### src/hdl/cpfa_ram.sv
// Generic single write port, single read port RAM with registered read data.
`timescale 1ns / 1ps
`default_nettype none
module cpfa_ram #(
	parameter int WIDTH = 32,
	parameter int DEPTH = 128
) (
	input  wire logic                     clk,
	input  wire logic                     we,
	input  wire logic [$clog2(DEPTH)-1:0] waddr,
	input  wire logic [WIDTH-1:0]         wdata,
	input  wire logic [$clog2(DEPTH)-1:0] raddr,
	output logic      [WIDTH-1:0]         rdata
);
	logic [WIDTH-1:0] mem_q [DEPTH];

	always_ff @(posedge clk) begin
		if (we) begin
			mem_q[waddr] <= wdata;
		end
		rdata <= mem_q[raddr];
	end
endmodule
`default_nettype wire

### config.mk
export PLATFORM = sky130hd
export DESIGN_NAME = cpfa_ram
export DESIGN_NICKNAME = d
export VERILOG_FILES = /design/src/hdl/cpfa_ram.sv
export SDC_FILE = /design/constraint.sdc
export NUM_CORES = 2
export LEC_CHECK = 0
export ABC_AREA = 1
export ABC_CLOCK_PERIOD_IN_PS = 7110
export BUFFER_PORTS_ARGS = -buffer_cell sky130_fd_sc_hd__buf_2
export CORE_MARGIN = 3
export CORE_UTILIZATION = 30
export DETAILED_ROUTE_END_ITERATION = 8
export HOLD_SLACK_MARGIN = 0.05
export PLACE_DENSITY = 0.44
export SLEW_MARGIN = 20
export SYNTH_ARGS = -nofsm -noshare
export SYNTH_HDL_FRONTEND = slang
export SYNTH_SLANG_ARGS = --single-unit
### constraint.sdc
create_clock -name clk -period 7.11 [get_ports clk]
set_clock_uncertainty 0.05 [all_clocks]
set_input_delay 0.3555 -clock clk [delete_from_list [all_inputs] [get_ports clk]]
set_output_delay 0.3555 -clock clk [all_outputs]
set_load 0.01 [all_outputs]
# Word-level counts from Yosys, hierarchy flattened
# Memory sizes are Yosys's and may differ from the RTL's. A register that Yosys moved wholly into a read port is not among the register bits.
# Index checks and enable logic that the tools add are counted.
# classes
n_lt_le_gt_ge	0
n_reduce_logical	0
n_mul	0
n_mux	2
n_div	0
addsub	0
n_shift	0
bitwise	0
eq_ne	0
# op_table
operator	count
$mux 1	2
# totals
ff_bits	0
mem_bits_rw	4096
wordCells	3
rom_bits	0
inputBits	48
output_inout_bits	32
mem_count	1
latch_bits	0
# memory_table
name	depth	word_bits	read_ports	rd_clocked_by_memory_dff	write_ports	line	text
mem_q	128	32	1	1	1	15	logic [WIDTH-1:0] mem_q [DEPTH];

# Logic depth before layout (Yosys ltp)
# depth
word_depth	2
mapped_depth	13
ltp_nobuf	9

# Worst setup path after synthesis
# Ideal clock, no wire load.
# synth_path
path_type	input to register
from	in we
to	mem mem_q[105][0] (enable)
path_stages	4
setup_time_ps	421
n_path_buf	2
path_slack_ps	4307
t_arrival_ps	2332
cell_sequence	clkbuf_1 nand2_1 clkbuf_1 nor2_1
# synth_via
elab_chain_len	2
# synth_lines
element	line	text
start, declared	9	input wire logic we,
$mux 1	18	if (we) begin
$mux 1 (not written as such)	19	mem_q[waddr] <= wdata;
end, declared	15	
# No other way between the ends.

==> summary.md <==
| Metric | Value |
|---|---|
| Drt pass-1 iters | 6 |
| DRC errors left | 0 |
| Die Wd | 747 microns |
| GRT overflow | 0 |
| Fillcell total | 53.4k |
| Slowest CP cell | buf_4 |
| FF-to-FF path depth | 8 |
| Syn Area/Cell | 12.3 sq um |
| Register area | 124000 sq um |
| Placer Congestion | 0.777 |
| Clock-pin slew on the worst setup and hold paths | 60 ps |
| # H-tree levels | 5 |
| Die height | 747 microns |
| Warnings from Yosys | 0 |
| Status | complete, no violations |
| Hold Crit Class | primary input to flip-flop |
| I/O Buffers | just under 80 |
| Clock buffer count from CTS | 454 |
| Critical-path cell list | buf_12, buf_4, buf_4, nand2_1, nand3_1, nand3_1, nand3_1, nand3_1, nand3_1, nand3_1, nand2_1 |
| Global-route wire length before repair | between 800000 and 900000 microns |
| R2r setup slk | between 4000 and 5000 ps |
| Most Frequent Cell on Critical Path | nand3_1 |
| Fin crit period | 3550 ps |
| Syn-to-layout area delta | 14.4% |
| Crit path to | rdata[17] |
| Slew @ Worst Pin | 1170 ps |
| Hpwl dp | 304000 microns |
| Crit path largest cell delay | 730 ps |
| Critical path depth in cells | 11 |
| Post-Syn Area | 165000 sq um |
| Setup-failing EPs final | 0 |
| Core ar. | 546000 sq um |
| Setup crit end kind | flip-flop |
| CP max FO | between 60 and 70 |
| CP Class | primary input to flip-flop |
| RSZ-0062 raised after global routing | no |
| Die area | 558000 sq um |
| Number of antenna violations at the first check in global routing | a little over 70 |
| Area of the multi-input gates | approximately 37000 sq um |
| Register area share after synthesis | 0.751 |
| R2r startpoint | mem_q[35][12] |
| Critical Path RT | 7990 ps |
| Post-synth cell types | 15 |
| Rows | 271 |
| I/O pin count | 80 |
| Pleak | about 0.064 uW |
| Routed WL | 576000 microns |
| Power per Cell Area | 281 nW/um^2 |
| Max Freq | 281 MHz |
| Wire per inst | 27.4 microns |
| Largest net degree at the start of global routing | roughly 170 |
| Cell family with most CP delay | simple AND/OR/NAND/NOR gates |
| Fin crit share | 0.500 |
| Layout cell share with drive strength beyond 1 | 0.0848 |
| CP bufs+invs | 3 |
| Via count | 106k |
| Worst-case clock buffer depth | 4 |
| Setup Buffers After CTS | 0 |
| Final Power | roughly 53000 uW |
| Clk_lat worst skew | 1040 ps |
| Clock sink count | 4128 |
| Worst Setup SP | raddr[0] |
| CTS tree | yes |
| Final ANT Viol Nets | 0 |
| Vias/cell | 5.06 |
| Fin nets | 13.4k |
| Worst Path Arrival | 4430 ps |
| VDD IR-drop max | roughly 0.20 mV |
| Critical path launch point type | primary input |
| GRT Total Usage | 0.200 |
| Final Slew Violations | 0 |
| FF-to-FF End | rdata[12] |
| Vias in the first global route | about 100k |
| Final Hold Vio Count | 0 |
| Synth Register Bits | 4128 |
| Iteration-0 DRC Markers | roughly 11k |
| Initial Utilization | 0.302 |
| Root Buffer | clkbuf_16 |
| Net count after synthesis | 13.4k |
| Slew HR | 0.216 |
| MaxCap Viol Count | 0 |
| Total Neg Setup Slack | 0 ps |
| Cell count after synthesis | 13.4k |
-- flip-flops by register name, indices dropped and copies added, names as in the netlist --
signal and flops:
rdata 32, mem_q 4096
-- synth_stat cells --
library cell / n / area share
edfxtp_1: 4096 / 0.75
buf_6: 11 / 0.00075
inv_2: 2 / 0.000046
nand2_1: 4151 / 0.095
inv_4: 2 / 0.000076
buf_8: 1 / 0.000091
clkbuf_1: 109 / 0.0025
buf_1: 100 / 0.0023
buf_4: 86 / 0.0039
inv_1: 20 / 0.00046
nor2_1: 134 / 0.0031
nand3_1: 4035 / 0.12
buf_2: 602 / 0.018
nor3_1: 8 / 0.00024
dfxtp_1: 32 / 0.0039
-- final cells by class --
type                    count  area share
diodes                     36    0.000478
clock buffers             586      0.0643
clock inverters           238      0.0101
inverters                  24    0.000764
multi-input cells        8328       0.198
flip-flops and latches   4128       0.657
well taps                7234      0.0481
repair buffers            442      0.0217
-- worst min-delay path by stage --
stage	startpoint	to	slack, ps	cells past startpoint
floorplan	wdata[0]	mem_q[0][0]	400	0
global placement	rdata[16]	rdata[16]	750	1
detailed placement	rdata[16]	rdata[16]	750	1
CTS	raddr[2]	rdata[3]	120	7
global route	we	mem_q[116][18]	180	3
finish	we	mem_q[116][18]	190	3
-- layer usage --
metal,vias up,global-route usage,routed length (microns)
met5,-,0,118
met4,18,0.0482,14300
met3,662,0.0310,37500
met2,3523,0.320,267000
met1,54156,0.286,258000
li1,48026,-,-
-- per-stage QoR --
step / cell area, sq um / setup slack [ps] / instances / util / hold WS (ps)
3_5_place_dp: 174000 / 2510 / 20112 / 0.319 / 751
2_1_floorplan: 165000 / 4310 / 13389 / - / 404
4_1_cts: 188000 / 3620 / 20980 / 0.345 / 125
6_report: 188000 / 3560 / 21016 / 0.345 / 192
5_1_grt: 188000 / 3270 / 20985 / 0.345 / 179
3_3_place_gp: 174000 / 2490 / 20112 / 0.319 / 747
-- layout by cell type (no fill, tap or decap), types with 23 or more instances in the layout --
cell	count
buf_12	50
buf_2	41
buf_4	275
buf_6	29
bufinv_16	23
clkbuf_1	111
clkbuf_16	458
clkinv_1	89
clkinv_2	97
dfxtp_1	32
diode_2	36
dlygate4sd3_1	44
edfxtp_1	4096
nand2_1	4143
nand3_1	4034
nor2_4	128
-- kinds of logic after synthesis --
group,count (synthesis),share of synthesized area
AND/OR/NAND/NOR,8328,0.221
flip-flops,4128,0.751
buffers and inverters,933,0.0284
-- worst min-delay path, cell delays in order --
cell     delay [ps]
buf_2           190
nand2_2         490
nor2_4           40
-- where the power goes --
| part | leakage (uW) | internal (uW) | total, uW | switching [uW] |
|---|---|---|---|---|
| sequential | 0.0371 | 26900 | 27000 | 94.9 |
| clock | 0.00690 | 12800 | 22700 | 9860 |
| combinational | 0.0200 | 708 | 3330 | 2620 |
-- what timing repair did --
item / CTS / global route
gates resized for setup: 0 / 0
endpoints found under the hold margin: 2180 / 0
hold buffers: 44 / 0
No activity file was read; power rests on OpenSTA's default activity.
