`src/hdl/cpfa_pkg.sv`:
```
// Shared constants and types of the convex polygon fan area block.
`timescale 1ns / 1ps
`default_nettype none
package cpfa_pkg;

	localparam int VERTEX_DEPTH_DEF = 64;
	localparam int MIN_FAN_VERTICES = 3;
	localparam int COORD_W          = 16;
	localparam int AREA_W           = 40;
	localparam int JOB_CNT_W        = 11;

	typedef struct packed {
		logic                 bank;
		logic [JOB_CNT_W-1:0] count;
		logic                 dropped;
	} job_t;

	typedef struct packed {
		logic valid;
		logic bank;
	} release_t;

	typedef enum logic [2:0] {
		ST_IDLE = 3'b001,
		ST_RUN  = 3'b010,
		ST_DONE = 3'b100
	} back_state_t;

endpackage
`default_nettype wire

```
`src/hdl/cpfa_job_fifo.sv`:
```
// Two-entry queue of polygon jobs between the front end and the fan walker.
`timescale 1ns / 1ps
`default_nettype none
module cpfa_job_fifo
	import cpfa_pkg::*;
(
	input  wire logic clk,
	input  wire logic arst_n,
	input  wire logic push,
	input  wire job_t push_job,
	output logic      full,
	input  wire logic pop,
	output job_t      head,
	output logic      empty
);
	job_t       ent_q [2];
	logic       wr_q;
	logic       rd_q;
	logic [1:0] cnt_q;
	logic       do_push;
	logic       do_pop;

	assign full    = cnt_q == 2'd2;
	assign empty   = cnt_q == 2'd0;
	assign head    = ent_q[rd_q];
	assign do_push = push && !full;
	assign do_pop  = pop && !empty;

	always_ff @(posedge clk) begin
		if (do_push) begin
			ent_q[wr_q] <= push_job;
		end
	end

	always_ff @(posedge clk or negedge arst_n) begin
		if (!arst_n) begin
			wr_q  <= 1'b0;
			rd_q  <= 1'b0;
			cnt_q <= '0;
		end else begin
			if (do_push) begin
				wr_q <= !wr_q;
			end
			if (do_pop) begin
				rd_q <= !rd_q;
			end
			cnt_q <= cnt_q + {1'b0, do_push} - {1'b0, do_pop};
		end
	end
endmodule
`default_nettype wire

```
`config.mk`:
```
export PLATFORM = sky130hd
export DESIGN_NAME = cpfa_job_fifo
export DESIGN_NICKNAME = d
export VERILOG_FILES = /design/src/hdl/cpfa_pkg.sv /design/src/hdl/cpfa_job_fifo.sv
export SDC_FILE = /design/constraint.sdc
export NUM_CORES = 1
export LEC_CHECK = 0
export BUFFER_PORTS_ARGS = -buffer_cell sky130_fd_sc_hd__buf_4
export CELL_PAD_IN_SITES_DETAIL_PLACEMENT = 0
export CELL_PAD_IN_SITES_GLOBAL_PLACEMENT = 1
export CORE_MARGIN = 8
export CORE_UTILIZATION = 40
export CTS_CLUSTER_DIAMETER = 60
export CTS_CLUSTER_SIZE = 12
export DETAILED_ROUTE_END_ITERATION = 10
export MAX_ROUTING_LAYER = met4
export PLACE_DENSITY_LB_ADDON = 0.1
export SYNTH_ARGS = -nofsm -noshare
export SYNTH_HDL_FRONTEND = slang
export SYNTH_SLANG_ARGS = --single-unit
export TNS_END_PERCENT = 20
```
`constraint.sdc`:
```
create_clock -name clk -period 1.7 [get_ports clk]
set_input_delay 0.34 -clock clk [delete_from_list [all_inputs] [get_ports clk]]
set_output_delay 0.34 -clock clk [all_outputs]
set_load 0.02 [all_outputs]
```
Word-level counts from Yosys, hierarchy flattened:

Memories as Yosys holds them, arrays and structs flattened.
Cells that the tools add are included.

* memories: 1
* bits of input ports: 17
* logic and storage cells: 16
* output and inout port bits: 15
* bits in writable memories: 26
* bits in registers: 4

Memory list
* ent_q: words 2, bits a word 13, read ports 1, clocked after Yosys merged registers in 0, wr ports 1, line cpfa_job_fifo.sv:16 `job_t ent_q [2];`

* add/subtract/negate cells: 2
* reductions and logical operators: 7
* equality and inequality tests: 1
* multiplexer cells: 2

Operators by type and width (count)
* $logic_not 1->1: 4
* $add 2x1->2: 1
* $eq 2x2->1 const B: 1
* $logic_and 1x1->1: 2
* $logic_not 2->1: 1
* $mux 1: 2
* $sub 2x1->2: 1

Logic depth before layout (Yosys ltp):

* depth in word-level cells: 5
* depth in mapped cells: 7
* mapped depth without buffers: 7

Worst setup path after synthesis:

No wires, ideal clock.

* kind: reg2reg
* start point: register cnt_q[1]
* end point: register cnt_q[1]
* period minus slack after synthesis: 1.694 ns
* buffers on the path: 0
* library setup time: 0.123 ns
* arrival time: 1.572 ns
* data required time: 1.577 ns
* path slack: 0.006 ns
* cell stages (with the launch flop): 8
* path through: dfrtp_1 nor2_1 nor2b_2 ha_1 inv_1 ha_1 xnor2_1 xnor2_1

* elaborated cells between the ends (all ways): 8
* those cells by class: add/sub (2); eq/ne (1); reduce/logical (5)

RTL lines
* start: declaration: line cpfa_job_fifo.sv:19 `logic [1:0] cnt_q;`
* start signal: assignment: line cpfa_job_fifo.sv:47 `cnt_q <= cnt_q + {1'b0, do_push} - {1'b0, do_pop};`
* $logic_not 2->1: line cpfa_job_fifo.sv:24 `assign empty = cnt_q == 2'd0;`
* via empty: line cpfa_job_fifo.sv:14 `output logic empty`
* $logic_not 1->1: line cpfa_job_fifo.sv:27 `assign do_pop = pop && !empty;`
* $logic_and 1x1->1: line cpfa_job_fifo.sv:27
* via do_pop: line cpfa_job_fifo.sv:21 `logic do_pop;`
* $sub 2x1->2: line cpfa_job_fifo.sv:47

The timed path passes the listed nets, and every way through them passes these cells.
A chain may end at the register's enable or synchronous reset.

==> key figures <==
Logic synthesis
  • Synth top area cells: edfxtp_1 (69%), mux2_2 (13%), dfrtp_1 (8.8%), xnor2_1 (2.3%), ha_1 (2.2%)
  • Count leader, synth: edfxtp_1
  • Yosys warning total: 0
  • Post-synth EDFFs: 26
  • Synthesized instance count: 58
  • Synth top area share: 68.6%
  • Cell taking the most area after synthesis: edfxtp_1
  • Synth Register Bits: 30
  • Synthesized Nets: 77
  • Mapped Area: 0.00114 sq mm
  • Cell variety after synth: 13
  • Ys flop type: edfxtp_1
  • Synth async-reset ratio: 13.3%
  • Average cell area after synthesis: 19.6 sq um
  • Synth cell count leaders: edfxtp_1 (26), mux2_2 (13), dfrtp_1 (4)
  • Sequential-to-total area share from yosys stat: 77.4%

STA
  • Final setup viols: 0
  • Headroom to the max-slew limit: 60.3%
  • FMAX: 593 MHz
  • Final hold viol count: 0
  • WHS: 0.200 ns
  • Slew at the pin closest to its max-slew limit: 0.595 ns
  • Final Cycle Share: 99.2%
  • RSZ-0062 raised after global routing: true
  • Max Slew Vio Count: 0
  • Tmin final: 1.69 ns
  • Clock Skew: 0.00673 ns

Worst setup path
  • Crit path capture type: output pin
  • Arr. time, crit path: 1.35 ns
  • Bufs and invs on worst path: 2
  • Critical Path RT: 1.36 ns
  • CP max stage delay: 0.43 ns
  • CP most frequent cell: buf_6
  • Crit path max fanout: 5
  • Setup CP Type: reg2out
  • CP cell instances: buf_6, mux2_4, buf_6
  • Crit path max-delay family: flip-flops
  • Critical-path top delay cell: dfrtp_1
  • CP Launch Type: register

Route
  • Routed len/inst: 14.9 um
  • Pre-antenna DRT Iters: 4
  • Initial DRC Count: 8
  • Final ANT Viol Nets: 0
  • Final wirelength: 1970 um
  • Routed via count: 638
  • DR vias/cell: 4.83
  • DRC Markers: 0

Finish
  • ANT cells: 0
  • Final nets: 120
  • Layout cells sized above 1: 57.4%
  • Non-Filler Instances: 132
  • Fill count: 237
  • Fin util: 58.9%
  • Area delta synth->final: 41.4%

Floorplanning
  • Starting Density: 41.6%
  • Num ports: 32
  • Die area: 0.00481 sq mm
  • Chip Height: 69.4 um
  • Horiz. Die Dim: 69.4 um
  • Std cell rows: 19
  • CORE AREA: 0.00273 sq mm

CTS
  • CTS tree: built
  • Clk buf depth: 2
  • H-Tree Depth: 2
  • Clock latency on the worst-skew pair: 0.32 ns
  • # Post-CTS Setup Buffers: 0
  • CTS Buf Count: 5
  • CTS Sinks: 30
  • Clock root buffer: clkbuf_4
  • Register clock-pin slew on the reported worst setup and hold paths: 0.09 ns

Global route
  • Overall Global Routing Usage: 8.72%
  • Largest net degree at the start of global routing: 14
  • Initial antenna violation count: 0
  • Grt total ovfl: 0
  • Vias in the first global route: 732
  • First-pass GRT wire length: 3220 um

Run
  • Max Cap Viol: 0

Power and ir drop
  • Power per cell area: 1730 mW/mm^2
  • Total power: 2.79 mW
  • Static Leak: 0.686 nW
  • Peak supply drop: 0.00113 V

Placed design
  • Dpl hpwl: 1370 um
  • Dpl cells: 123
  • Placer congestion estimate: 0.615
  • I/O Buffers: 31

Outcome
  • Status: finished, final reports clean

Worst hold path
  • Hold Crit Class: in2reg
==> layer usage <==
| metal | global-route usage [%] | share of wire (%) | wire, um | vias up |
|---|---|---|---|---|
| met1 | 7.97 | 40 | 782 | 311 |
| li1 | - | - | - | 300 |
| met5 | - | 0 | 0 | - |
| met2 | 13.8 | 50 | 982 | 20 |
| met3 | 4.43 | 7.4 | 145 | 7 |
| met4 | 6.15 | 2.9 | 58 | 0 |
==> stage by stage <==
stage | setup WS (ns) | TNS, ns | cell area [sq um]
2_1_floorplan | 0.00578 | 0 | 1140
3_3_place_gp | 0.202 | 0 | 1430
3_5_place_dp | 0.179 | 0 | 1430
4_1_cts | -0.00356 | -0.00878 | 1490
5_1_grt | -0.0485 | -0.488 | 1610
6_report | 0.0141 | 0 | 1610
==> worst register-to-register path: stages (launching register included) <==
cell and delay (ns):
dfrtp_1 0.42, nand2b_1 0.14, nand2_1 0.12, ha_1 0.29, inv_1 0.03, ha_1 0.19
xnor2_2 0.14, xnor2_1 0.13
==> area by class of cell <==
cell class / instances / area (sq um) / area share [%]
clock buffers: 5 / 37.5 / 2.33
clock inverters: 2 / 10.0 / 0.622
inverters: 2 / 7.51 / 0.466
multi-input cells: 25 / 295 / 18.3
flip-flops and latches: 30 / 881 / 54.7
well taps: 31 / 38.8 / 2.41
repair buffers: 37 / 340 / 21.1
==> cells in the final DEF, fill, tap and decap left out, types with 4 or more instances in the layout <==
| cell type | count |
|---|---|
| buf_4 | 20 |
| clkbuf_4 | 5 |
| buf_6 | 16 |
| edfxtp_1 | 26 |
| dfrtp_1 | 4 |
| mux2_4 | 13 |
==> timing repair <==
item,CTS,global route
gates resized for setup,2,29
hold buffers,1,0
setup endpoints to repair,9,14
pin swaps,0,0
hold endpoints to repair,4,0
cloned,0,1
==> power by group <==
group	switching [mW]	internal (mW)	total (mW)	leakage, nW
combinational	0.602	0.724	1.33	0.367
sequential	0.0800	1.02	1.10	0.288
clock	0.216	0.148	0.364	0.0308
total	0.897	1.89	2.79	0.686
==> worst paths after layout <==
| kind | cells past startpoint | endpoint | start | slack (ns) |
|---|---|---|---|---|
| max in group asynchronous | 2 | rd_q | arst_n | 1.25 |
| setup reg to reg | 7 | cnt_q[1] | cnt_q[1] | 0.13 |
| hold reg to reg | 1 | wr_q | wr_q | 0.50 |
| hold / removal | 1 | ent_q[0][5] | push_job[5] | 0.20 |
| min in group asynchronous | 2 | cnt_q[0] | arst_n | 0.35 |
| setup / recovery | 3 | head[8] | rd_q | 0.01 |
==> registers in the layout (all words and copies together) (netlist names) <==
name and cells:
ent_q 26, cnt_q 2, rd_q 1, wr_q 1
==> cells by family (layout without fill, tap and decap cells) <==
family / count (synthesis) / in the layout / synth area share [%]
flops: 30 / 30 / 77.4
xor+xnor: 4 / 4 / 3.08
mux: 13 / 13 / 12.9
buf+inv: 3 / 46 / 1.65
fa+ha+maj: 2 / 2 / 2.20
simple gates: 6 / 6 / 2.86
No activity file was read; power rests on OpenSTA's default activity.
