$ cat src/hdl/cpfa_pkg.sv
// Shared constants and types of the convex polygon fan area block.
`timescale 1ns / 1ps
`default_nettype none
package cpfa_pkg;

	localparam int VERTEX_DEPTH_DEF = 64;
	localparam int MIN_FAN_VERTICES = 3;
	localparam int COORD_W          = 16;
	localparam int AREA_W           = 40;
	localparam int JOB_CNT_W        = 11;

	typedef struct packed {
		logic                 bank;
		logic [JOB_CNT_W-1:0] count;
		logic                 dropped;
	} job_t;

	typedef struct packed {
		logic valid;
		logic bank;
	} release_t;

	typedef enum logic [2:0] {
		ST_IDLE = 3'b001,
		ST_RUN  = 3'b010,
		ST_DONE = 3'b100
	} back_state_t;

endpackage
`default_nettype wire

$ cat src/hdl/cpfa_vertex_if.sv
// Channel that carries one polygon vertex per transaction.
`timescale 1ns / 1ps
`default_nettype none
interface cpfa_vertex_if
	import cpfa_pkg::*;
();
	logic                      valid;
	logic                      ready;
	logic signed [COORD_W-1:0] vertex_x;
	logic signed [COORD_W-1:0] vertex_y;
	logic                      last_vertex;

	modport source (output valid, output vertex_x, output vertex_y, output last_vertex,
		input ready);
	modport sink (input valid, input vertex_x, input vertex_y, input last_vertex,
		output ready);
endinterface
`default_nettype wire

$ cat src/hdl/cpfa_front.sv
// Front end: stores vertices into the current bank and issues a job per polygon.
`timescale 1ns / 1ps
`default_nettype none
module cpfa_front
	import cpfa_pkg::*;
#(
	parameter int MAX_VERTICES = VERTEX_DEPTH_DEF
) (
	input  wire logic                                clk,
	input  wire logic                                arst_n,
	cpfa_vertex_if.sink                              vtx,
	input  wire logic                                fifo_full,
	output logic                                     job_push,
	output job_t                                     job,
	input  wire release_t                            rel,
	output logic                                     mem_we,
	output logic [$clog2(MAX_VERTICES):0]            mem_waddr,
	output logic [2*COORD_W-1:0]                     mem_wdata
);
	localparam int CNT_W = $clog2(MAX_VERTICES + 1);
	localparam int IDX_W = $clog2(MAX_VERTICES);

	logic             bank_q;
	logic [CNT_W-1:0] count_q;
	logic             dropped_q;
	logic [1:0]       busy_q;
	logic [1:0]       busy_next;
	logic             accept;
	logic             room;
	logic [CNT_W-1:0] count_next;
	logic             dropped_next;

	assign vtx.ready    = !busy_q[bank_q] && !fifo_full;
	assign accept       = vtx.valid && vtx.ready;
	assign room         = count_q < CNT_W'(MAX_VERTICES);
	assign count_next   = room ? count_q + CNT_W'(1) : count_q;
	assign dropped_next = dropped_q || !room;

	assign mem_we    = accept && room;
	assign mem_waddr = {bank_q, count_q[IDX_W-1:0]};
	assign mem_wdata = {vtx.vertex_x, vtx.vertex_y};

	assign job_push    = accept && vtx.last_vertex;
	assign job.bank    = bank_q;
	assign job.count   = JOB_CNT_W'(count_next);
	assign job.dropped = dropped_next;

	always_comb begin
		busy_next = busy_q;
		if (rel.valid) begin
			busy_next[rel.bank] = 1'b0;
		end
		if (job_push) begin
			busy_next[bank_q] = 1'b1;
		end
	end

	always_ff @(posedge clk or negedge arst_n) begin
		if (!arst_n) begin
			bank_q    <= 1'b0;
			count_q   <= '0;
			dropped_q <= 1'b0;
			busy_q    <= '0;
		end else begin
			busy_q <= busy_next;
			if (accept) begin
				if (vtx.last_vertex) begin
					bank_q    <= !bank_q;
					count_q   <= '0;
					dropped_q <= 1'b0;
				end else begin
					count_q   <= count_next;
					dropped_q <= dropped_next;
				end
			end
		end
	end
endmodule
`default_nettype wire

$ cat src/flat_wrapper.sv
// flat-port wrapper written by rule: the top's interface ports become plain ports
module cpfa_front_flat import cpfa_pkg::*;
#(
	parameter int MAX_VERTICES = VERTEX_DEPTH_DEF
)
  (clk, arst_n, fifo_full, job_push, job, rel, mem_we, mem_waddr, mem_wdata, vtx_valid, vtx_vertex_x, vtx_vertex_y, vtx_last_vertex, vtx_ready);
  cpfa_vertex_if vtx_i ();
  input  wire logic clk;
  input  wire logic arst_n;
  input  wire logic fifo_full;
  output logic job_push;
  output job_t job;
  input  wire release_t rel;
  output logic mem_we;
  output logic [$clog2(MAX_VERTICES):0] mem_waddr;
  output logic [2*COORD_W-1:0] mem_wdata;
  input wire logic [$bits(vtx_i.valid)-1:0] vtx_valid;
  input wire logic [$bits(vtx_i.vertex_x)-1:0] vtx_vertex_x;
  input wire logic [$bits(vtx_i.vertex_y)-1:0] vtx_vertex_y;
  input wire logic [$bits(vtx_i.last_vertex)-1:0] vtx_last_vertex;
  output wire logic [$bits(vtx_i.ready)-1:0] vtx_ready;
  assign vtx_i.valid = vtx_valid;
  assign vtx_i.vertex_x = vtx_vertex_x;
  assign vtx_i.vertex_y = vtx_vertex_y;
  assign vtx_i.last_vertex = vtx_last_vertex;
  assign vtx_ready = vtx_i.ready;
  cpfa_front #(.MAX_VERTICES(MAX_VERTICES)) u_core (.clk(clk), .arst_n(arst_n), .vtx(vtx_i), .fifo_full(fifo_full), .job_push(job_push), .job(job), .rel(rel), .mem_we(mem_we), .mem_waddr(mem_waddr), .mem_wdata(mem_wdata));
endmodule
$ cat config.mk
export PLATFORM = sky130hd
export DESIGN_NAME = cpfa_front_flat
export DESIGN_NICKNAME = d
export VERILOG_FILES = /design/src/hdl/cpfa_pkg.sv /design/src/hdl/cpfa_vertex_if.sv /design/src/hdl/cpfa_front.sv /design/src/flat_wrapper.sv
export SDC_FILE = /design/constraint.sdc
export NUM_CORES = 1
export LEC_CHECK = 0
export ABC_AREA = 1
export BUFFER_PORTS_ARGS = -buffer_cell sky130_fd_sc_hd__clkbuf_2
export CAP_MARGIN = 25
export CORE_MARGIN = 8
export CORE_UTILIZATION = 28
export CTS_BUF_LIST = sky130_fd_sc_hd__clkbuf_16
export DETAILED_ROUTE_END_ITERATION = 7
export HOLD_SLACK_MARGIN = 0.12
export PLACE_DENSITY = 0.7
export SLEW_MARGIN = 25
export SYNTH_ARGS = -nofsm -noshare
export SYNTH_HDL_FRONTEND = slang
export SYNTH_SLANG_ARGS = --single-unit
$ cat constraint.sdc
create_clock -name clk -period 1.6 [get_ports clk]
set_clock_uncertainty 0.15 [all_clocks]
set_input_delay 0 -clock clk [delete_from_list [all_inputs] [get_ports clk]]
set_output_delay 0 -clock clk [all_outputs]
set_load 0.01 [all_outputs]
# == Word-level counts from Yosys, hierarchy flattened ==
# Cells that the tools add are included.
# Widths: inputs -> output; s select.
# classes
n_addsub,1
n_lt_le_gt_ge,5
muxes,11
bitwise,3
n_reduce_logical,12
# ops
op,n
$mux 7,2
$add 7x1->7 const B,1
$lt 7x7->1 const B,1
$logic_and 1x1->1,6
$mux 1,5
$logic_not 1->1,4
$lt 1x2->1 const B,2
$mux 2,2
$and 2x2->2,1
$demux 1 s1,2
$ge 1x1->1 const B,2
$not 2->2,1
$or 2x2->2,1
$reduce_and 2->1,1
$logic_or 1x1->1,1
# word_totals
regBits,11
input_bits,39
out_inout_bits,55
elab_cells,36

# == Depth between registers and ports, before layout ==
# depth
depth_word,9
depth_mapped,8
ltp_nobuf,8

# == Least setup slack after synthesis ==
# Ideal clock, no wire load.
# synth_path
path_type,register to register
from,register u_core.count_q[0]
to,register u_core.count_q[4]
setup_ns,0.117
t_arrival_ns,1.068
required_ns,1.333
setup_slack_ns,0.265
stages_incl_launch_ff,9
period_less_slack_ns,1.335
path_cell_list,dfrtp_1 ha_1 nand2_1 nor2_1 nand2_1 nand2_1 nand2_1 nand2_1 nand2_1
# synth_lines
item,line_no,source
from (decl),cpfa_front.sv:24,logic [CNT_W-1:0] count_q;
from (signal assigned),cpfa_front.sv:72,count_q <= count_next;

==> results.json <==
{
  "fin_setup_tns_ps": 0,
  "vias_per_cell": 4.07,
  "start_util": 0.286,
  "yosysSeqAreaShare": 0.269,
  "clkSinkCount": 11,
  "cts_made_buffers": 3,
  "yosysUniqueCellTypes": 21,
  "relSlewSlack": 0.651,
  "ir_drop_uv": 318,
  "grt_antenna_before_repair": 0,
  "endpoint": "job[6]",
  "clock_path_buffers": 2,
  "clk_pin_slew_worst_paths_ps": 40,
  "cp-startpoint": "u_core.count_q[6]$_DFFE_PN0N_",
  "totalPowerFinal_mw": 1.51,
  "slowest_stage": "dfrtp_1",
  "gp_congestion": 0.812,
  "htree_num_levels": 1,
  "die_h_um": 76.4,
  "routed_wl_um": 2800,
  "timing.critical_path.cells": "inv_2, nand2_1, nor2_2, nand3_1, nand2_1, clkbuf_2",
  "syn_area_per_cell_um2": 7.30,
  "cp.buffers_inverters": 2,
  "yosysWarnings": 0,
  "cp-start-kind": "register",
  "grt_first_pass_wirelength_um": 4470,
  "drv_slew": 0,
  "ios": 94,
  "synth_seq_cells": 11,
  "pwr_density_cell_nw_per_um2": 1070,
  "drc": 0,
  "cp.depth": 6,
  "fin_nets": 214,
  "dr.pass1.iters": 4,
  "port_buffers": 25,
  "hold_violations": 0,
  "fp-row-count": 22,
  "cp_max_fo": 7,
  "end_kind": "primary output",
  "run_status": "completed",
  "die_area_um2": 5840,
  "synth_area_um2": 1020,
  "grt_max_degree": 15,
  "synth_common_cells": "buf_4 (45), nand2_1 (42), dfrtp_1 (11), inv_1 (11)",
  "async_reset_ff_frac": 1.00,
  "root_buffer": "clkbuf_16",
  "postSynthCellCount": 140,
  "num_antenna_cells": 0,
  "max_freq_mhz": 669,
  "synth.most_common_cell": "buf_4",
  "hpwl_um": 1590,
  "cp_slowest_stage_delay_ps": 470,
  "timing.rr.start": "u_core.bank_q$_DFFE_PN0N_",
  "ff2ff_path_depth": 6,
  "hold_class": "register to register",
  "grt_util_all_layers": 0.0920,
  "rr_endpoint": "u_core.count_q[3]$_DFFE_PN0N_",
  "synth_flop_cell": "dfrtp_1",
  "cellLeakagePower_nw": 0.757,
  "finalCriticalPeriod_ps": 1500,
  "worst_slew_pin_slew_ps": 522,
  "ant_nets": 0,
  "setup_viol": 0,
  "crit_type": "register to primary output",
  "crit_family": "flip-flops",
  "synthTopCellsByArea": "buf_4 (33%), dfrtp_1 (27%), nand2_1 (15%), inv_1 (4.0%), nand3_1 (2.4%)",
  "vias": 900,
  "core_area_um2": 3580,
  "place_area_um2": 877,
  "rsz0062_at_grt": "true",
  "synth_top_area_cell": "buf_4",
  "synth_edf_count": 0,
  "synthToLayoutAreaGrowth_pct": 38.8,
  "cts_tree": "done",
  "grt_pass1_vias": 979,
  "post-route-period-util": 0.935,
  "first_iter_violations": 32,
  "drv_cap": 0,
  "r2r_slack_ps": 180,
  "worstPathArrival_ps": 1350,
  "die_x_um": 76.4,
  "crit_top_cell": "nand2_1",
  "final_area_um2": 1420,
  "clock_latency_ps": 240,
  "wire_per_inst_um": 12.7,
  "synth_top_cell_area_share": 0.330,
  "required_ps": 1450,
  "drive_above_1_share": 0.289,
  "grt_overflow": 0
}
==> logic make-up (layout without fill, tap and decap cells) <==
logic type	after synthesis	in the layout	synth area share
buffers and inverters	59	89	0.389
XOR/XNOR	1	1	0.00857
other	1	4	0.00367
AO/OA/AOI/OAI	5	5	0.0281
flip-flops	11	11	0.269
adder cells (fa/ha/maj)	1	1	0.0122
AND/OR/NAND/NOR	62	62	0.289
==> how the worst min path moves through the flow <==
stage | start | to | slack [ps] | cells after the start
after detailed placement | arst_n | u_core.count_q[1]$_DFFE_PN0N_ | -250 | 1
after CTS | u_core.dropped_q$_DFFE_PN0N_ | u_core.dropped_q$_DFFE_PN0N_ | 330 | 2
after global routing | u_core.dropped_q$_DFFE_PN0N_ | u_core.dropped_q$_DFFE_PN0N_ | 350 | 2
final | u_core.dropped_q$_DFFE_PN0N_ | u_core.dropped_q$_DFFE_PN0N_ | 330 | 2
after floorplan | arst_n | u_core.bank_q$_DFFE_PN0N_ | -450 | 0
after global placement | arst_n | u_core.count_q[1]$_DFFE_PN0N_ | -250 | 1
==> final cells by class <==
| cell class | instances | area [µm²] |
|---|---|---|
| fill | 359 | 2160 |
| timing repair buffer | 72 | 578 |
| multi-input combinational | 73 | 378 |
| sequential | 11 | 275 |
| clock buffer | 3 | 75.1 |
| tap | 48 | 60.1 |
| inverter | 13 | 48.8 |
| clock inverter | 1 | 3.75 |
==> power breakdown <==
| group | switching [mW] | total, mW | internal [mW] |
|---|---|---|---|
| logic | 0.343 | 0.643 | 0.300 |
| registers | 0.0819 | 0.420 | 0.338 |
| clock network | 0.122 | 0.449 | 0.328 |
| total | 0.547 | 1.51 | 0.965 |
==> per-layer routing <==
layer,global-route usage,wire length [µm],vias to the layer above
li1,-,-,440
met1,0.101,1140,406
met2,0.152,1410,50
met5,0,0,-
met4,0.0577,63,0
met3,0.0271,190,4
==> what timing repair did <==
item,CTS,global route
hold buffers,40,0
buffers inserted,0,6
setup endpoints to repair,0,4
endpoints found under the hold margin,54,0
gates resized for setup,0,4
==> sequential cells by signal, summed over array words and instances, names as in the netlist <==
name	flops
u_core.bank_q	1
u_core.busy_q	2
u_core.count_q	7
u_core.dropped_q	1
==> through the flow <==
step / hold WS [ps] / std cells / utilization / setup WS, ps
final: 334 / 221 / 0.397 / 105
after global routing: 353 / 221 / 0.397 / 1.88
after CTS: 333 / 215 / 0.379 / 5.25
after detailed placement: -251 / 171 / 0.245 / 174
after global placement: -253 / 171 / 0.245 / 167
after floorplan: -446 / 143 / - / 265
==> placed cells by master, fill, tap and decap left out, drive strengths merged <==
cell type,instances
nor2,8
dfrtp,11
dlygate4sd3,40
nand3b,1
or2,1
clkbuf,28
o21ai,5
conb,4
inv,14
nand4,1
buf,7
ha,1
nand3,5
nand2,46
xor2,1
==> worst register-to-register path, cell delays in order, from the launching register on <==
cell and delay [ps]:
dfrtp_1 430, nand2_1 150, nand4_4 160, buf_4 190, nor2_4 140, nand2_1 80
nand2_1 60
(Power assumes the default switching activity.)
