==> config.mk <==
export PLATFORM = sky130hd
export DESIGN_NAME = cpfa_back_flat
export DESIGN_NICKNAME = d
export VERILOG_FILES = /design/src/hdl/cpfa_pkg.sv /design/src/hdl/cpfa_result_if.sv /design/src/hdl/cpfa_back.sv /design/src/flat_wrapper.sv
export SDC_FILE = /design/constraint.sdc
export NUM_CORES = 2
export LEC_CHECK = 0
export ABC_CLOCK_PERIOD_IN_PS = 9310
export BUFFER_PORTS_ARGS = -buffer_cell sky130_fd_sc_hd__buf_2
export CORE_ASPECT_RATIO = 0.9
export CORE_MARGIN = 2
export CORE_UTILIZATION = 35
export DETAILED_ROUTE_END_ITERATION = 6
export PLACE_DENSITY = 0.57
export SLEW_MARGIN = 0
export SYNTH_ARGS = -nofsm -noshare
export SYNTH_HDL_FRONTEND = slang
export SYNTH_SLANG_ARGS = --single-unit
==> constraint.sdc <==
create_clock -name clk -period 9.31 [get_ports clk]
set_clock_uncertainty 0.05 [all_clocks]
set_input_delay 2.3275 -clock clk [delete_from_list [all_inputs] [get_ports clk]]
set_output_delay 2.3275 -clock clk [all_outputs]
set_load 0.05 [all_outputs]
==> src/hdl/cpfa_pkg.sv <==
// Shared constants and types of the convex polygon fan area block.
`timescale 1ns / 1ps
`default_nettype none
package cpfa_pkg;

	localparam int VERTEX_DEPTH_DEF = 64;
	localparam int MIN_FAN_VERTICES = 3;
	localparam int COORD_W          = 16;
	localparam int AREA_W           = 40;
	localparam int JOB_CNT_W        = 11;

	typedef struct packed {
		logic                 bank;
		logic [JOB_CNT_W-1:0] count;
		logic                 dropped;
	} job_t;

	typedef struct packed {
		logic valid;
		logic bank;
	} release_t;

	typedef enum logic [2:0] {
		ST_IDLE = 3'b001,
		ST_RUN  = 3'b010,
		ST_DONE = 3'b100
	} back_state_t;

endpackage
`default_nettype wire

==> src/hdl/cpfa_result_if.sv <==
// Channel that carries one polygon area result per transaction.
`timescale 1ns / 1ps
`default_nettype none
interface cpfa_result_if
	import cpfa_pkg::*;
();
	logic              valid;
	logic              ready;
	logic [AREA_W-1:0] twice_area;
	logic              overflow;

	modport source (output valid, output twice_area, output overflow, input ready);
	modport sink (input valid, input twice_area, input overflow, output ready);
endinterface
`default_nettype wire

==> src/hdl/cpfa_back.sv <==
// Fan walker: reads one bank, sums absolute cross products and drives the result.
`timescale 1ns / 1ps
`default_nettype none
module cpfa_back
	import cpfa_pkg::*;
#(
	parameter int MAX_VERTICES = VERTEX_DEPTH_DEF
) (
	input  wire logic                     clk,
	input  wire logic                     arst_n,
	input  wire logic                     fifo_empty,
	input  wire job_t                     job,
	output logic                          job_pop,
	output release_t                      rel,
	output logic [$clog2(MAX_VERTICES):0] mem_raddr,
	input  wire logic [2*COORD_W-1:0]     mem_rdata,
	cpfa_result_if.source                 res
);
	localparam int CNT_W  = $clog2(MAX_VERTICES + 1);
	localparam int IDX_W  = $clog2(MAX_VERTICES);
	localparam int DIFF_W = COORD_W + 1;
	localparam int PROD_W = 2 * DIFF_W;
	localparam int CROSS_W = PROD_W + 1;

	back_state_t state_q;
	logic [CNT_W-1:0] n_q;
	logic [CNT_W-1:0] issue_q;
	logic             bank_q;
	logic             drop_q;
	logic [AREA_W-1:0] acc_q;

	logic rd_v_s1, rd_first_s1, rd_pair_s1;
	logic v_s2, v_s3;
	logic signed [COORD_W-1:0] lx_q, ly_q;
	logic signed [DIFF_W-1:0]  dx_s2, dy_s2, pdx_s2, pdy_s2;
	logic signed [PROD_W-1:0]  p1_s3, p2_s3;

	logic                      out_valid_q;
	logic [AREA_W-1:0]         out_area_q;
	logic                      out_ovf_q;

	logic                      issuing;
	logic [CNT_W-1:0]          rd_idx;
	logic signed [COORD_W-1:0] rx, ry;
	logic signed [DIFF_W-1:0]  dx, dy;
	logic signed [CROSS_W-1:0] cross_val, cross_abs;
	logic [AREA_W:0]           sum;
	logic                      out_free;
	logic                      drained;

	assign issuing = (state_q == ST_RUN) && (issue_q != n_q);
	assign rd_idx  = (issue_q == '0) ? n_q - CNT_W'(1) : issue_q - CNT_W'(1);
	assign mem_raddr = {bank_q, rd_idx[IDX_W-1:0]};

	assign rx = mem_rdata[2*COORD_W-1:COORD_W];
	assign ry = mem_rdata[COORD_W-1:0];
	assign dx = DIFF_W'(rx) - DIFF_W'(lx_q);
	assign dy = DIFF_W'(ry) - DIFF_W'(ly_q);

	assign cross_val = CROSS_W'(p1_s3) - CROSS_W'(p2_s3);
	assign cross_abs = cross_val[CROSS_W-1] ? -cross_val : cross_val;
	assign sum       = {1'b0, acc_q} + (AREA_W + 1)'(unsigned'(cross_abs[CROSS_W-2:0]));

	assign drained  = (issue_q == n_q) && !rd_v_s1 && !v_s2 && !v_s3;
	assign out_free = !out_valid_q || res.ready;

	assign job_pop   = (state_q == ST_IDLE) && !fifo_empty;
	assign rel.valid = (state_q == ST_DONE) && out_free;
	assign rel.bank  = bank_q;

	assign res.valid      = out_valid_q;
	assign res.twice_area = out_area_q;
	assign res.overflow   = out_ovf_q;

	always_ff @(posedge clk or negedge arst_n) begin
		if (!arst_n) begin
			state_q     <= ST_IDLE;
			n_q         <= '0;
			issue_q     <= '0;
			rd_v_s1     <= 1'b0;
			v_s2        <= 1'b0;
			v_s3        <= 1'b0;
			out_valid_q <= 1'b0;
		end else begin
			rd_v_s1 <= issuing;
			v_s2    <= rd_v_s1 && rd_pair_s1;
			v_s3    <= v_s2;
			if ((state_q == ST_DONE) && out_free) begin
				out_valid_q <= 1'b1;
			end else if (res.ready) begin
				out_valid_q <= 1'b0;
			end
			unique case (state_q)
				ST_IDLE: begin
					if (!fifo_empty) begin
						n_q     <= CNT_W'(job.count);
						issue_q <= '0;
						if (job.count < JOB_CNT_W'(MIN_FAN_VERTICES)) begin
							state_q <= ST_DONE;
						end else begin
							state_q <= ST_RUN;
						end
					end
				end
				ST_RUN: begin
					if (issuing) begin
						issue_q <= issue_q + CNT_W'(1);
					end else if (drained) begin
						state_q <= ST_DONE;
					end
				end
				ST_DONE: begin
					if (out_free) begin
						state_q <= ST_IDLE;
					end
				end
				default: state_q <= ST_IDLE;
			endcase
		end
	end

	always_ff @(posedge clk) begin
		if (job_pop) begin
			bank_q <= job.bank;
			drop_q <= job.dropped;
			acc_q  <= '0;
		end else if (v_s3) begin
			acc_q <= sum[AREA_W] ? {AREA_W{1'b1}} : sum[AREA_W-1:0];
		end
		rd_first_s1 <= issue_q == '0;
		rd_pair_s1  <= issue_q >= CNT_W'(2);
		if (rd_v_s1) begin
			if (rd_first_s1) begin
				lx_q <= rx;
				ly_q <= ry;
			end else begin
				dx_s2  <= dx;
				dy_s2  <= dy;
				pdx_s2 <= dx_s2;
				pdy_s2 <= dy_s2;
			end
		end
		if (v_s2) begin
			p1_s3 <= pdx_s2 * dy_s2;
			p2_s3 <= dx_s2 * pdy_s2;
		end
		if ((state_q == ST_DONE) && out_free) begin
			out_area_q <= acc_q;
			out_ovf_q  <= drop_q;
		end
	end
endmodule
`default_nettype wire

==> src/flat_wrapper.sv <==
// flat-port wrapper written by rule: the top's interface ports become plain ports
module cpfa_back_flat import cpfa_pkg::*;
#(
	parameter int MAX_VERTICES = VERTEX_DEPTH_DEF
)
  (clk, arst_n, fifo_empty, job, job_pop, rel, mem_raddr, mem_rdata, res_valid, res_twice_area, res_overflow, res_ready);
  cpfa_result_if res_i ();
  input  wire logic clk;
  input  wire logic arst_n;
  input  wire logic fifo_empty;
  input  wire job_t job;
  output logic job_pop;
  output release_t rel;
  output logic [$clog2(MAX_VERTICES):0] mem_raddr;
  input  wire logic [2*COORD_W-1:0] mem_rdata;
  output wire logic [$bits(res_i.valid)-1:0] res_valid;
  output wire logic [$bits(res_i.twice_area)-1:0] res_twice_area;
  output wire logic [$bits(res_i.overflow)-1:0] res_overflow;
  input wire logic [$bits(res_i.ready)-1:0] res_ready;
  assign res_valid = res_i.valid;
  assign res_twice_area = res_i.twice_area;
  assign res_overflow = res_i.overflow;
  assign res_i.ready = res_ready;
  cpfa_back #(.MAX_VERTICES(MAX_VERTICES)) u_core (.clk(clk), .arst_n(arst_n), .fifo_empty(fifo_empty), .job(job), .job_pop(job_pop), .rel(rel), .mem_raddr(mem_raddr), .mem_rdata(mem_rdata), .res(res_i));
endmodule
Word-level counts from Yosys, hierarchy flattened
Index checks and enable logic that the tools add are counted.

Bits in registers: 274. Bits of input ports: 49. Output and inout port bits: 52.

Add/subtract/negate cells: 8. Multiply operators: 2. $lt $le $gt $ge: 2. Equality and inequality tests: 10. Muxes and demuxes: 14. Bitwise operators: 2. Reductions and logical operators: 21.

Operator list (number): $mul 17x17->34 (2); $add 40x34->41 (1); $mux 40 (1); $sub 34x34->35 (1); $mux 34 (1); $neg 34->34 (1); $sub 16x16->17 (2); $mux 3 (5); $mux 7 (2); $pmux 7 s2 (1); $sub 6x1->6 const B (2); $lt 11x2->1 const B (1); $pmux 3 s3 (1); $add 7x1->7 const B (1); $eq 7x7->1 (1); $ge 7x2->1 const B (1); $logic_and 1x1->1 (7); $logic_not 7->1 (1); $ne 7x7->1 (1); $mux 6 (1); $ne 2x1->1 const B (3); $reduce_and 2->1 (3); $logic_not 1->1 (5); $ne 2x2->1 const B (2); 9 further kinds (12).

Longest topological paths before layout
Depth after elaboration: 7. Mapped depth: 30.

Worst setup path after synthesis
No wires, ideal clock.

Kind: input port to output port. Start point: input port res_ready. End point: output port rel[1] (netlist name). Arrival time: 4.724 ns. Data required time: 6.932 ns. Setup slack: 2.208 ns. Stages on the path: 2. Path buffers: 0. Cells stage by stage: nor2b_1 -> nor2_1.

RTL lines: start: declaration (line flat_wrapper.sv:19) `input wire logic [$bits(res_i.ready)-1:0] res_ready;`; end: declaration (line flat_wrapper.sv:13) `output release_t rel;`.

Worst setup path after layout
Start point: register u_core.pdy_s2[2]. End point: register u_core.p2_s3[31], data pin.

Longest elaborated chain between the ends: 1.

Ends and longest elaborated chain: start: declaration (line cpfa_back.sv:35) `logic signed [DIFF_W-1:0] dx_s2, dy_s2, pdx_s2, pdy_s2;`; start signal: assignment (line cpfa_back.sv:140) `pdy_s2 <= dy_s2;`; $mul 17x17->34 (line cpfa_back.sv:145) `p2_s3 <= dx_s2 * pdy_s2;`; end signal: assignment (line cpfa_back.sv:145); end: declaration (line cpfa_back.sv:36) `logic signed [PROD_W-1:0] p1_s3, p2_s3;`.

No other way between the ends. A chain may end at the register's enable or synchronous reset.

==> results.md <==
* First DRT Iteration DRCs at around 1300
* Tcrit/Tclk final at around 80%
* Synth area leaders: fa_1 33%, edfxtp_1 17%, ha_1 9.6%
* Die Height at about 310 um
* Share of the synthesized area in the top cell type at between 30% and 40%
* Die Width at 344.0 um
* Ratio of cells with drive above 1 in the final layout at 5.064%
* Area grow syn2layout at 8.197%
* Place WS at 1.866 ns
* Fin. max-slew vios at 0
* Wire per inst at about 17 um
* Avg Inst Size Synth at 9.682 um^2
* Final antenna-violating net count at 0
* CTS root buf: clkbuf_16
* Net Count, Synth at ~4700
* Final HPWL DP at 71080 um
* CTS tree: done
* Top FF cell, synth: edfxtp_1
* Most used routing layer: met2
* Largest net degree at the start of global routing at 75
* Mapped Area at 36410 um^2
* Initial antenna violation count at 1
* Hold Fails Final Rpt at 0
* Worst Max-Slew Pin Slew at ~0.98 ns
* Post-synth EDFFs at around 210
* Fill cells at 10400
* # diodes at 0
* 1st-pass router iterations at 5
* CTS buffer count at 30
* Grt ovf at 0
* Final WL at 87220 um
* Crit path launch type: flip-flop
* Hold Buf Count CTS at 0
* Clock latency on the worst-skew pair at 0.61 ns
* Gpl congestion at 0.8565
* Boundary pin count at 101
* Setup WS post-layout at 1.873 ns
* Vias in the first global route at between 20000 and 30000
* GRT Overall Usage at between 15 and 20%
* Fin nets at about 4700
* Worst-path maximum fanout at 17
* HP Class: flip-flop to flip-flop
* Max-cap violations at 0
* Arrival time worst endpoint at about 7.7 ns
* # setup viols final at 0
* Core area at 103400 um^2
* Initial Utilization at 35.20%
* Die ar. at 106600 um^2
* Synth area leader: fa_1
* Clock sink total at 274
* Via/cell ratio at 4.773
* DRC at 0
* First-pass GRT wire length at 142600 um
* Area of the multi-input gates at 25370 um^2
* Max clock buf depth at 3
* Post-synthesis sequential area ratio at a little over a fifth
* Crit path time final at 7.437 ns
* FF+latch count, synth at between 200 and 300
* Port Buffers at 100
* Synthesis warning total at 0
* Slew margin rel. at 34.75%
* Worst-path clk slew at 0.06 ns
* Max Clk Rate at 0.1345 GHz
* Crit Path Class: flip-flop to flip-flop
* FP Rows at 112
* CP Capture Type: flip-flop
* Outcome: complete, no violations
* RSZ-0062 raised after global routing: no
* H-Tree Depth at 1
* Via count at approximately 25000
* Grt met1 use at 24.71%
* Mapped Cells at 3760
* M3 GR Usage at about 2.9%
* Post-CTS Setup Repair Bufs at 0
* Netlist cell types at 77
* Post-CTS Resized at 0
* Setup TNS at 0 ns
* M2 GR Usage at 26.18%
* FFs w/ async S/R, synth at 7.664%
* Seq. cell area at 7706 um^2
* Worst Path Required at 9.62 ns
## placed cells by master, fill, tap and decap left out, drive strengths merged, types with 10 or more instances in the layout
master  instances
a21boi         20
a21o           55
a21oi         117
a31oi          43
and2          262
and3           17
buf           113
clkbuf         40
dfrtp          20
dfxtp          42
edfxtp        211
fa            596
ha            278
inv           778
nand2         426
nand2b         29
nand3          40
nand4          15
nor2          140
nor2b          22
nor3           29
o21a           26
o21ai         119
o21bai         21
o31ai          12
or2            10
or3            14
xnor2         128
xor2           53
## routing by layer
metal  vias to the layer above  share of wire, %
li1                      11900                 -
met1                     12160                49
met2                       570                43
met3                        85               5.8
met4                         0               2.2
met5                         -                 0
## flip-flops by register name, indices dropped and copies added, names as in the netlist, 3 cells and up
name                   flops
u_core.p1_s3              34
u_core.acc_q              40
u_core.res.twice_area     40
u_core.state_q             3
u_core.ly_q               16
u_core.pdy_s2             17
u_core.issue_q             7
u_core.pdx_s2             17
u_core.dy_s2              17
u_core.dx_s2              17
u_core.n_q                 7
u_core.p2_s3              34
u_core.lx_q               16
## area by class of cell
type                    count  share of cell area (%)
clock inverters            16                  0.6162
flip-flops and latches    274                   19.56
multi-input cells        2593                   64.40
inverters                 775                   7.385
repair buffers            113                   1.518
well taps                1368                   4.345
clock buffers              40                   2.176
## stage by stage
stage          util [%]  hold WS (ns)  std cells  cell area (um^2)
6_report          38.09        0.3718       5179             39390
5_1_grt           38.09        0.3835       5179             39390
4_1_cts           38.09        0.3765       5179             39390
3_5_place_dp      37.02        0.3623       5123             38290
3_3_place_gp      37.02        0.3528       5123             38290
2_1_floorplan         -        0.3503       3760             36410
## cell families after synthesis
logic type / share of synthesized area (%)
buffers and inverters: 9.228
DFF: 21.16
xor gates and xnor gates: 4.354
adders and majority gates: 42.33
muxes: 0.1100
and+or+nand+nor: 13.91
AOI/OAI and AO/OA: 8.915
## worst max-delay path, cell delays in order (launching register included)
cell       delay, ns
edfxtp_1        0.93
nand2_1         0.18
fa_1            0.58
inv_1           0.05
fa_1            0.53
inv_1           0.05
fa_1            0.48
fa_1            0.54
inv_1           0.05
fa_1            0.49
fa_1            0.42
ha_1            0.36
a21o_1          0.19
a21oi_1         0.14
o21bai_1        0.07
a21o_1          0.18
a2111oi_0       0.39
o31ai_1         0.19
nand2_1         0.11
o21ai_0         0.14
o41a_1          0.40
a311o_1         0.38
a21oi_1         0.19
xnor2_1         0.10
## synth_stat cells (all sizes together), types with 53 or more instances
cell type	count
nor2	140
and2	262
fa	596
ha	278
xnor2	128
inv	775
nand2	426
xor2	53
clkbuf	114
o21ai	119
a21oi	117
a21o	55
edfxtp	211
## final timing paths
path,slack [ns],from,endpoint,cells after the start
min in group asynchronous,1.63,arst_n,u_core.n_q[5],1
worst min-delay path,0.37,u_core.drop_q,u_core.res.overflow,0
worst min register to register,0.37,u_core.drop_q,u_core.res.overflow,0
max in group asynchronous,7.20,arst_n,u_core.v_s2,1
worst max register to register,1.87,u_core.pdy_s2[2],u_core.p2_s3[31],23
worst max-delay path,1.87,u_core.pdy_s2[2],u_core.p2_s3[31],23
Power is not shown: default switching activity piles up to over one toggle a cycle in this logic, so the estimate is an artifact.
